`src/lpg_pkg.sv`:
```
// ----------------------------------------------------------------------------
// lpg_pkg
// Shared constants, types and the colour wheel for the LED pattern generator.
// ----------------------------------------------------------------------------
package lpg_pkg;

  localparam int unsigned LED_COUNT          = 128;
  localparam int unsigned FRAMES_PER_PATTERN = 626;

  localparam int unsigned CHAN_W   = 8;
  localparam int unsigned CHANS    = 3;
  localparam int unsigned TICKS_W  = 10;
  localparam int unsigned CFG_IDX_W = 1;
  localparam int unsigned CFG_DATA_W = 8;

  localparam logic [2:0] MODE_PINWHEEL    = 3'd0;
  localparam logic [2:0] MODE_HORIZONTAL  = 3'd1;
  localparam logic [2:0] MODE_SPIRAL      = 3'd2;
  localparam logic [2:0] MODE_VERTICAL    = 3'd3;
  localparam logic [2:0] MODE_FRAMEBUFFER = 3'd4;
  localparam logic [2:0] MODE_CYCLE       = 3'd5;
  localparam logic [2:0] MODE_RELEASE     = 3'd6;

  localparam logic [CFG_IDX_W-1:0] REG_PATTERN_MODE = 1'b0;
  localparam logic [CFG_IDX_W-1:0] REG_BRIGHTNESS   = 1'b1;

  localparam logic [2:0] PATTERN_MODE_RST = MODE_CYCLE;
  localparam logic [7:0] BRIGHTNESS_RST   = 8'd12;
  localparam logic [1:0] PATTERN_SLOT_RST = 2'd1;

  localparam logic [7:0] WHEEL_SEG1 = 8'd85;
  localparam logic [7:0] WHEEL_SEG2 = 8'd170;
  localparam logic [7:0] CHAN_MAX   = 8'd255;

  localparam logic [7:0] SPIRAL_TOP = 8'(LED_COUNT - 1);

  typedef enum logic [1:0] {
    ST_IDLE,
    ST_DIV,
    ST_HOLD
  } lpg_state_e;

  typedef struct packed {
    logic [CHAN_W-1:0] green;
    logic [CHAN_W-1:0] red;
    logic [CHAN_W-1:0] blue;
  } lpg_rgb_t;

  typedef struct packed {
    logic start;
  } lpg_div_ctrl_t;

  typedef struct packed {
    logic busy;
    logic done;
  } lpg_div_stat_t;

  function automatic lpg_rgb_t wheel(input logic [7:0] hue);
    logic [7:0] p;
    logic [7:0] q;
    logic [9:0] q3w;
    logic [7:0] q3;
    lpg_rgb_t   c;
    p = 8'd0 - hue;
    if (p < WHEEL_SEG1) begin
      q = p;
    end else if (p < WHEEL_SEG2) begin
      q = p - WHEEL_SEG1;
    end else begin
      q = p - WHEEL_SEG2;
    end
    q3w = {1'b0, q, 1'b0} + {2'b00, q};
    q3  = q3w[7:0];
    if (p < WHEEL_SEG1) begin
      c.green = '0;
      c.red   = CHAN_MAX - q3;
      c.blue  = q3;
    end else if (p < WHEEL_SEG2) begin
      c.green = q3;
      c.red   = '0;
      c.blue  = CHAN_MAX - q3;
    end else begin
      c.green = CHAN_MAX - q3;
      c.red   = q3;
      c.blue  = '0;
    end
    return c;
  endfunction

endpackage

```
`src/lpg_in_if.sv`:
```
// ----------------------------------------------------------------------------
// lpg_in_if
// LED request channel: valid/ready handshake with per-LED payload.
// ----------------------------------------------------------------------------
interface lpg_in_if;
  logic       valid;
  logic       ready;
  logic [6:0] led_index;
  logic [7:0] x_coord;
  logic [7:0] y_coord;
  logic [6:0] order_position;
  logic [7:0] pixel_byte;
  logic       frame_end;

  modport source (
    output valid, led_index, x_coord, y_coord, order_position, pixel_byte, frame_end,
    input  ready
  );

  modport sink (
    input  valid, led_index, x_coord, y_coord, order_position, pixel_byte, frame_end,
    output ready
  );
endinterface

```
`src/lpg_out_if.sv`:
```
// ----------------------------------------------------------------------------
// lpg_out_if
// Pixel result channel: valid/ready handshake with colour bytes.
// ----------------------------------------------------------------------------
interface lpg_out_if;
  logic       valid;
  logic       ready;
  logic [7:0] green;
  logic [7:0] red;
  logic [7:0] blue;
  logic       drive_enable;

  modport source (
    output valid, green, red, blue, drive_enable,
    input  ready
  );

  modport sink (
    input  valid, green, red, blue, drive_enable,
    output ready
  );
endinterface

```
`src/lpg_divider.sv`:
```
// ----------------------------------------------------------------------------
// lpg_divider
// Restoring divider, one quotient bit per cycle, shared by the three
// channels in turn (green, red, blue).
// ----------------------------------------------------------------------------
module lpg_divider (
  input  logic                   clk_i,
  input  logic                   rst_ni,
  input  lpg_pkg::lpg_div_ctrl_t ctrl_i,
  input  lpg_pkg::lpg_rgb_t      chan_i,
  input  logic [7:0]             divisor_i,
  output lpg_pkg::lpg_div_stat_t stat_o,
  output lpg_pkg::lpg_rgb_t      quot_o
);
  import lpg_pkg::*;

  localparam int unsigned STEPS  = CHAN_W * CHANS;
  localparam int unsigned STEP_W = $clog2(STEPS);

  logic                    active_q, active_d;
  logic                    done_q, done_d;
  logic [STEP_W-1:0]       step_q, step_d;
  logic [CHAN_W-1:0]       rem_q, rem_d;
  logic [CHAN_W-1:0]       dsr_q, dsr_d;
  logic [STEPS-1:0]        sh_q, sh_d;
  logic [CHAN_W:0]         trial;
  logic [CHAN_W:0]         diff;
  logic                    ge;
  logic                    last_step;
  logic                    chan_last;

  assign trial     = {rem_q, sh_q[STEPS-1]};
  assign ge        = trial >= {1'b0, dsr_q};
  assign diff      = trial - {1'b0, dsr_q};
  assign last_step = step_q == STEP_W'(STEPS - 1);
  assign chan_last = step_q[$clog2(CHAN_W)-1:0] == '1;

  always_comb begin
    active_d = active_q;
    done_d   = 1'b0;
    step_d   = step_q;
    rem_d    = rem_q;
    dsr_d    = dsr_q;
    sh_d     = sh_q;
    if (ctrl_i.start) begin
      active_d = 1'b1;
      step_d   = '0;
      rem_d    = '0;
      dsr_d    = (divisor_i == '0) ? CHAN_W'(1) : divisor_i;
      sh_d     = chan_i;
    end else if (active_q) begin
      sh_d   = {sh_q[STEPS-2:0], ge};
      rem_d  = chan_last ? '0 : (ge ? diff[CHAN_W-1:0] : trial[CHAN_W-1:0]);
      step_d = step_q + STEP_W'(1);
      if (last_step) begin
        active_d = 1'b0;
        done_d   = 1'b1;
      end
    end
  end

  always_ff @(posedge clk_i or negedge rst_ni) begin
    if (!rst_ni) begin
      active_q <= 1'b0;
      done_q   <= 1'b0;
      step_q   <= '0;
    end else begin
      active_q <= active_d;
      done_q   <= done_d;
      step_q   <= step_d;
    end
  end

  always_ff @(posedge clk_i) begin
    rem_q <= rem_d;
    dsr_q <= dsr_d;
    sh_q  <= sh_d;
  end

  assign stat_o.busy = active_q;
  assign stat_o.done = done_q;
  assign quot_o      = sh_q;

endmodule

```
`src/led_pattern_pixel_generator.sv`:
```
// ----------------------------------------------------------------------------
// led_pattern_pixel_generator
// Rainbow / framebuffer pixel colour generator with brightness division.
// ----------------------------------------------------------------------------
//  channel  dir  handshake        payload
//  in_if    in   valid/ready      led_index x_coord y_coord order_position
//                                 pixel_byte frame_end
//  out_if   out  valid/ready      green red blue drive_enable
//  cfg      in   cfg_we_i         cfg_index_i cfg_data_i (write only)
//
//  Each item passes through: accept, 24 divider steps (8 per channel on
//  the shared restoring divider), then the load of the output register.
//  in_if.ready is high only while idle; a pending result does not block
//  acceptance, only the final load waits for the output register to free.
//  Reset: mode cycle, divisor 12, frame counter 0, pattern slot 1.
// ----------------------------------------------------------------------------
module led_pattern_pixel_generator (
  input  logic                           clk_i,
  input  logic                           rst_ni,
  lpg_in_if.sink                         in_if,
  lpg_out_if.source                      out_if,
  input  logic                           cfg_we_i,
  input  logic [lpg_pkg::CFG_IDX_W-1:0]  cfg_index_i,
  input  logic [lpg_pkg::CFG_DATA_W-1:0] cfg_data_i
);
  import lpg_pkg::*;

  lpg_state_e          state_q, state_d;
  logic [2:0]          mode_q;
  logic [7:0]          bright_q;
  logic [7:0]          frame_count_q;
  logic [TICKS_W-1:0]  frame_ticks_q;
  logic [1:0]          slot_q;
  logic                drive_pend_q;

  logic                out_valid_q, out_valid_d;
  lpg_rgb_t            out_rgb_q;
  logic                out_drive_q;

  logic                accept;
  logic                release_mode;
  logic [2:0]          pat;
  logic [7:0]          spiral_sub;
  logic [7:0]          base;
  logic [7:0]          hue;
  lpg_rgb_t            chan;
  logic [TICKS_W-1:0]  ticks_inc;
  logic                load_out;

  lpg_div_ctrl_t       div_ctrl;
  lpg_div_stat_t       div_stat;
  lpg_rgb_t            quot;

  assign accept       = in_if.valid && in_if.ready;
  assign release_mode = mode_q >= MODE_RELEASE;
  assign pat          = (mode_q == MODE_CYCLE) ? {1'b0, slot_q} : mode_q;
  assign spiral_sub   = SPIRAL_TOP - {1'b0, in_if.order_position};
  assign hue          = base + frame_count_q;

  always_comb begin
    case (pat)
      MODE_PINWHEEL:   base = {in_if.led_index, 1'b0};
      MODE_HORIZONTAL: base = in_if.x_coord;
      MODE_SPIRAL:     base = {spiral_sub[6:0], 1'b0};
      MODE_VERTICAL:   base = in_if.y_coord;
      default:         base = '0;
    endcase
  end

  always_comb begin
    if (release_mode) begin
      chan = '0;
    end else if (pat == MODE_FRAMEBUFFER) begin
      chan.green = {in_if.pixel_byte[4:2], 5'b0};
      chan.red   = {in_if.pixel_byte[7:5], 5'b0};
      chan.blue  = {1'b0, in_if.pixel_byte[1:0], 5'b0};
    end else begin
      chan = wheel(hue);
    end
  end

  assign div_ctrl.start = accept;

  lpg_divider u_div (
    .clk_i     (clk_i),
    .rst_ni    (rst_ni),
    .ctrl_i    (div_ctrl),
    .chan_i    (chan),
    .divisor_i (bright_q),
    .stat_o    (div_stat),
    .quot_o    (quot)
  );

  // sequencer
  always_comb begin
    state_d     = state_q;
    load_out    = 1'b0;
    in_if.ready = 1'b0;
    out_valid_d = out_valid_q && !out_if.ready;
    case (state_q)
      ST_IDLE: begin
        in_if.ready = 1'b1;
        if (in_if.valid) begin
          state_d = ST_DIV;
        end
      end
      ST_DIV: begin
        if (div_stat.done) begin
          if (!out_valid_q || out_if.ready) begin
            load_out = 1'b1;
            state_d  = ST_IDLE;
          end else begin
            state_d = ST_HOLD;
          end
        end
      end
      ST_HOLD: begin
        if (!out_valid_q || out_if.ready) begin
          load_out = 1'b1;
          state_d  = ST_IDLE;
        end
      end
      default: state_d = ST_IDLE;
    endcase
    if (load_out) begin
      out_valid_d = 1'b1;
    end
  end

  assign ticks_inc = frame_ticks_q + TICKS_W'(1);

  always_ff @(posedge clk_i or negedge rst_ni) begin
    if (!rst_ni) begin
      state_q       <= ST_IDLE;
      out_valid_q   <= 1'b0;
      mode_q        <= PATTERN_MODE_RST;
      bright_q      <= BRIGHTNESS_RST;
      frame_count_q <= '0;
      frame_ticks_q <= '0;
      slot_q        <= PATTERN_SLOT_RST;
    end else begin
      state_q     <= state_d;
      out_valid_q <= out_valid_d;
      if (cfg_we_i) begin
        case (cfg_index_i)
          REG_PATTERN_MODE: mode_q   <= cfg_data_i[2:0];
          REG_BRIGHTNESS:   bright_q <= cfg_data_i[7:0];
          default: ;
        endcase
      end
      if (accept && in_if.frame_end) begin
        if (!release_mode) begin
          frame_count_q <= frame_count_q + 8'd1;
        end
        if (ticks_inc >= TICKS_W'(FRAMES_PER_PATTERN)) begin
          frame_ticks_q <= '0;
          slot_q        <= slot_q + 2'd1;
        end else begin
          frame_ticks_q <= ticks_inc;
        end
      end
    end
  end

  always_ff @(posedge clk_i) begin
    if (accept) begin
      drive_pend_q <= !release_mode;
    end
    if (load_out) begin
      out_rgb_q   <= quot;
      out_drive_q <= drive_pend_q;
    end
  end

  assign out_if.valid        = out_valid_q;
  assign out_if.green        = out_rgb_q.green;
  assign out_if.red          = out_rgb_q.red;
  assign out_if.blue         = out_rgb_q.blue;
  assign out_if.drive_enable = out_drive_q;

  a_idle_not_busy : assert property (@(posedge clk_i) disable iff (!rst_ni)
    in_if.ready |-> !div_stat.busy)
    else $error("divider busy while idle");

  a_accept_starts : assert property (@(posedge clk_i) disable iff (!rst_ni)
    accept |=> (state_q == ST_DIV) && div_stat.busy)
    else $error("accepted item did not start divider");

  a_release_zero : assert property (@(posedge clk_i) disable iff (!rst_ni)
    (out_if.valid && !out_if.drive_enable) |->
      (out_if.green == '0) && (out_if.red == '0) && (out_if.blue == '0))
    else $error("released output carries colour");

  a_ticks_range : assert property (@(posedge clk_i) disable iff (!rst_ni)
    frame_ticks_q < TICKS_W'(FRAMES_PER_PATTERN))
    else $error("frame tick counter out of range");

endmodule

```
`src/flat_wrapper.sv`:
```
// flat-port wrapper written by rule: the top's interface ports become plain ports
module led_pattern_pixel_generator_flat import lpg_pkg::*;
  (clk_i, rst_ni, cfg_we_i, cfg_index_i, cfg_data_i, in_if_valid, in_if_led_index, in_if_x_coord, in_if_y_coord, in_if_order_position, in_if_pixel_byte, in_if_frame_end, in_if_ready, out_if_valid, out_if_green, out_if_red, out_if_blue, out_if_drive_enable, out_if_ready);
  lpg_in_if in_if_i ();
  lpg_out_if out_if_i ();
  input  logic clk_i;
  input  logic rst_ni;
  input  logic cfg_we_i;
  input  logic [lpg_pkg::CFG_IDX_W-1:0] cfg_index_i;
  input  logic [lpg_pkg::CFG_DATA_W-1:0] cfg_data_i;
  input wire logic [$bits(in_if_i.valid)-1:0] in_if_valid;
  input wire logic [$bits(in_if_i.led_index)-1:0] in_if_led_index;
  input wire logic [$bits(in_if_i.x_coord)-1:0] in_if_x_coord;
  input wire logic [$bits(in_if_i.y_coord)-1:0] in_if_y_coord;
  input wire logic [$bits(in_if_i.order_position)-1:0] in_if_order_position;
  input wire logic [$bits(in_if_i.pixel_byte)-1:0] in_if_pixel_byte;
  input wire logic [$bits(in_if_i.frame_end)-1:0] in_if_frame_end;
  output wire logic [$bits(in_if_i.ready)-1:0] in_if_ready;
  output wire logic [$bits(out_if_i.valid)-1:0] out_if_valid;
  output wire logic [$bits(out_if_i.green)-1:0] out_if_green;
  output wire logic [$bits(out_if_i.red)-1:0] out_if_red;
  output wire logic [$bits(out_if_i.blue)-1:0] out_if_blue;
  output wire logic [$bits(out_if_i.drive_enable)-1:0] out_if_drive_enable;
  input wire logic [$bits(out_if_i.ready)-1:0] out_if_ready;
  assign in_if_i.valid = in_if_valid;
  assign in_if_i.led_index = in_if_led_index;
  assign in_if_i.x_coord = in_if_x_coord;
  assign in_if_i.y_coord = in_if_y_coord;
  assign in_if_i.order_position = in_if_order_position;
  assign in_if_i.pixel_byte = in_if_pixel_byte;
  assign in_if_i.frame_end = in_if_frame_end;
  assign in_if_ready = in_if_i.ready;
  assign out_if_valid = out_if_i.valid;
  assign out_if_green = out_if_i.green;
  assign out_if_red = out_if_i.red;
  assign out_if_blue = out_if_i.blue;
  assign out_if_drive_enable = out_if_i.drive_enable;
  assign out_if_i.ready = out_if_ready;
  led_pattern_pixel_generator u_core (.clk_i(clk_i), .rst_ni(rst_ni), .in_if(in_if_i), .out_if(out_if_i), .cfg_we_i(cfg_we_i), .cfg_index_i(cfg_index_i), .cfg_data_i(cfg_data_i));
endmodule
```
`config.mk`:
```
export PLATFORM = sky130hd
export DESIGN_NAME = led_pattern_pixel_generator_flat
export DESIGN_NICKNAME = d
export VERILOG_FILES = /design/src/lpg_pkg.sv /design/src/lpg_in_if.sv /design/src/lpg_out_if.sv /design/src/lpg_divider.sv /design/src/led_pattern_pixel_generator.sv /design/src/flat_wrapper.sv
export SDC_FILE = /design/constraint.sdc
export NUM_CORES = 1
export LEC_CHECK = 0
export BUFFER_PORTS_ARGS = -buffer_cell sky130_fd_sc_hd__buf_2
export CORE_MARGIN = 2
export CORE_UTILIZATION = 59
export CTS_CLUSTER_DIAMETER = 150
export DETAILED_ROUTE_END_ITERATION = 7
export PLACE_DENSITY = 0.83
export SETUP_SLACK_MARGIN = 0.02
export SKIP_LAST_GASP = 1
export SYNTH_ARGS = -nofsm -noshare
export SYNTH_HDL_FRONTEND = slang
export SYNTH_SLANG_ARGS = --single-unit
```
`constraint.sdc`:
```
create_clock -name clk_i -period 7.77 [get_ports clk_i]
set_input_delay 0.777 -clock clk_i [delete_from_list [all_inputs] [get_ports clk_i]]
set_output_delay 0.777 -clock clk_i [all_outputs]
set_load 0.005 [all_outputs]
```
==> results.yml <==
floorplanning:
  die-width_um: 109
  die_h_um: 109
  ios: 80
  core-area_mm2: 0.0107
  die_area_mm2: 0.0118
  initial_core_util_pct: 60.1
  number_of_core_rows: 38
placement:
  port-buffer-count: 79
  place_congestion: 0.863
  place.detailed.hpwl_mm: 10.3
worst_setup_path:
  critPathKind: "flop to flop"
  worst_ep_required_time_ns: 7.90
  worst-path-max-fanout: 12
  worst_ep_arrival_time_ns: 6.89
  reg2reg_depth: 27
  critPathMaxStageDelay_ns: 0.73
  cell_family_with_the_largest_share_of_critical_path_delay: "compound AO/OA/AOI/OAI gates"
  critPathCaptureType: "flop"
  worstReg2RegEnd: "u_core.u_div.quot_o[23]"
  cpMostUsedCell: "sky130_fd_sc_hd__ha_1"
  worst-path-buf-inv: 4
  reg2reg_slack_ns: 1.00
  worst_path_max_delay_cell: "sky130_fd_sc_hd__mux2i_2"
  worst_r2r_startpoint: "u_core.mode_q[2]"
  startpoint_type: "flop"
clock_network:
  post_cts_resize_count: 0
  total_number_of_h_tree_levels: 3
  path_clk_slew_ns: 0.10
  numCtsBuffers: 9
  ctsRootBufferMaster: "sky130_fd_sc_hd__clkbuf_8"
  cts_setup_buffers: 0
  clock_path_buffers: 2
  cts_num_sinks: 107
  tritoncts: "built"
  insertion_delay_ns: 0.37
  cts.hold.buffers_added: 0
min_path:
  worstHoldEndpoint: "u_core.out_if.drive_enable"
  min_delay_path_depth: 0
  min-delay-path-class: "flop to flop"
  timing.hold.worst.start: "u_core.drive_pend_q"
global_route:
  first_global_vias: 4717
  number_of_antenna_violations_at_the_first_check_in_global_routing: 0
  globalRouteMet2Util_pct: 41.2
  grt.busiest_layer: "met2"
  maximum_number_of_pins_on_one_net_before_global_route_repair: 42
  grt.met1_usage_pct: 32.1
  grt_pass1_wl_mm: 22.7
  grt-ovfl-total: 0
  globalRouteTotalUtil_pct: 24.7
  grt_util_met3_pct: 5.06
route:
  wire_per_inst_um: 16.5
  drtAntennaViolNets: 0
  vias: 4950
  drt_iter0_markers: 275
  drc: 0
  avgViaCountPerCell: 5.91
  drtPass1Iterations: 4
  routed_wl_mm: 13.8
logic_synthesis:
  synth_top_family_by_area: "compound AO/OA/AOI/OAI gates"
  synth_enable_flop_cells: 58
  synth-seq-cells: 107
  post_synth.cell_area_avg_um2: 10.3
  post_synth_and_or_nand_nor_area_fraction_pct: 14.9
  synth_top_area_cell: "sky130_fd_sc_hd__edfxtp_1"
  netlist-cell-type-count: 79
  ys_async_sr_fraction_pct: 38.3
  synth-compound-area-share_pct: 16.7
  synthDominantCellAreaShare_pct: 27.0
  mappedNetlistNets: 724
  synth.yosys.warnings: 0
  synth-seq-area-share_pct: 45.5
  muxShareOfSynthArea_pct: 3.12
  netlist_top_cells_count: "61 x sky130_fd_sc_hd__nand2_1, 58 x sky130_fd_sc_hd__edfxtp_1, 47 x sky130_fd_sc_hd__nor2_1"
  count_leader_synth: "sky130_fd_sc_hd__nand2_1"
  yosys.area_share.adder_pct: 9.46
  post_synth_main_area_contributors: "sky130_fd_sc_hd__edfxtp_1 27%, sky130_fd_sc_hd__dfrtp_1 14%, sky130_fd_sc_hd__ha_1 8.5%, sky130_fd_sc_hd__nand2_1 3.5%, sky130_fd_sc_hd__o21ai_0 3.4%"
  synthesis.instances: 624
  cell_area_synth_mm2: 0.00645
  synth_ff_type: "sky130_fd_sc_hd__edfxtp_1"
  synth_xor_area_share_pct: 6.24
timing:
  achievable-frequency_mhz: 148
  final_hold_viol_count: 0
  timing.slew.headroom_pct: 21.4
  fin_crit_ns: 6.77
  worst_hold_slack_ns: 0.429
  fin_crit_sh_pct: 87.1
  finClkSkew_ns: 0.0108
  rsz0062_at_grt: "no"
  timing_worst_slew_pin_value_ns: 1.18
  endpoints_failing_setup: 0
  setup-tns-final_ns: 0
  slew_violations: 0
final_layout:
  finalNetCount: 792
  layout-area-overhead-vs-synth_pct: 10.6
  post_route_cells_drive_above_1_share_pct: 20.7
  insertedDiodeCount: 0
run:
  drv_cap: 0
outcome:
  outcome: "complete, no violations"
-- flip-flops by register name (all words and copies together), names as in the netlist --
name / count
u_core.out_if.green: 8
u_core.u_div.step_q: 5
u_core.out_if.valid: 1
u_core.drive_pend_q: 1
u_core.bright_q: 8
u_core.u_div.done_q: 1
u_core.out_if.blue: 8
u_core.u_div.rem_q: 8
u_core.mode_q: 3
u_core.frame_count_q: 8
u_core.u_div.active_q: 1
u_core.state_q: 2
u_core.slot_q: 2
u_core.frame_ticks_q: 10
u_core.out_if.drive_enable: 1
u_core.out_if.red: 8
u_core.u_div.quot_o: 24
u_core.u_div.dsr_q: 8
-- stage by stage --
| step | util, % | cells | setup WS, ns | instance area [µm²] |
|---|---|---|---|---|
| 6_report | 66.4 | 837 | 1.00 | 7140 |
| 5_1_grt | 66.4 | 837 | 0.449 | 7140 |
| 4_1_cts | 66.4 | 837 | 1.05 | 7140 |
| 3_5_place_dp | 64.5 | 821 | 1.05 | 6930 |
| 3_3_place_gp | 64.5 | 821 | 1.40 | 6930 |
| 2_1_floorplan | - | 624 | 1.99 | 6450 |
-- cell families after synthesis --
family | after synthesis
flip-flops | 107
buffers and inverters | 62
multiplexers | 18
XOR/XNOR | 40
AND/OR/NAND/NOR | 192
adder cells (fa/ha/maj) | 47
AO/OA/AOI/OAI | 158
-- how the worst max path moves through the flow --
stage                          start                      end  slack (ns)  depth (start not counted)
global route        u_core.mode_q[2]  u_core.u_div.quot_o[22]        0.45                         28
floorplan           u_core.mode_q[2]  u_core.u_div.quot_o[23]        1.99                         27
finish              u_core.mode_q[2]  u_core.u_div.quot_o[23]        1.00                         27
CTS                 u_core.mode_q[2]  u_core.u_div.quot_o[23]        1.05                         27
global placement    u_core.mode_q[2]  u_core.u_div.quot_o[23]        1.40                         27
detailed placement  u_core.mode_q[2]  u_core.u_div.quot_o[23]        1.05                         27
-- routing by layer --
layer,share of wire (%),vias to the layer above
met3,5.7,27
li1,-,2389
met1,44,2362
met4,2.3,0
met2,48,172
met5,0,-
-- cell type report --
class / count / area (µm²)
clock inverters: 6 / 86.3
clock buffers: 10 / 128
repair buffers: 82 / 418
multi-input cells: 455 / 3260
flip-flops and latches: 107 / 2930
well taps: 140 / 175
fillers: 820 / 3610
inverters: 37 / 139
-- cell usage in the layout, fill, tap and decap left out, drive strengths merged, types with 7 or more instances in the layout --
cell	n
a21oi	35
and3	14
mux2	14
nor3	10
inv	39
buf	82
o21ai	55
edfxtp	58
nor2b	9
dfxtp	8
xor2	12
nor2	47
xnor2	27
a22o	10
a21o	11
ha	44
nand2	62
dfrtp	36
nand2b	11
clkbuf	10
nand4	7
nand3	7
-- worst reg2reg max path: cells and delay by family (launching register included) --
| kind | cells | cell delay (ns) |
|---|---|---|
| adder cells (fa/ha/maj) | 5 | 1.39 |
| flip-flops | 1 | 0.66 |
| multiplexers | 1 | 0.73 |
| XOR/XNOR | 3 | 0.98 |
| AND/OR/NAND/NOR | 4 | 0.61 |
| AO/OA/AOI/OAI | 10 | 1.85 |
| buffers and inverters | 4 | 0.27 |
Power is not shown: default switching activity piles up to over one toggle a cycle in this logic, so the estimate is an artifact.
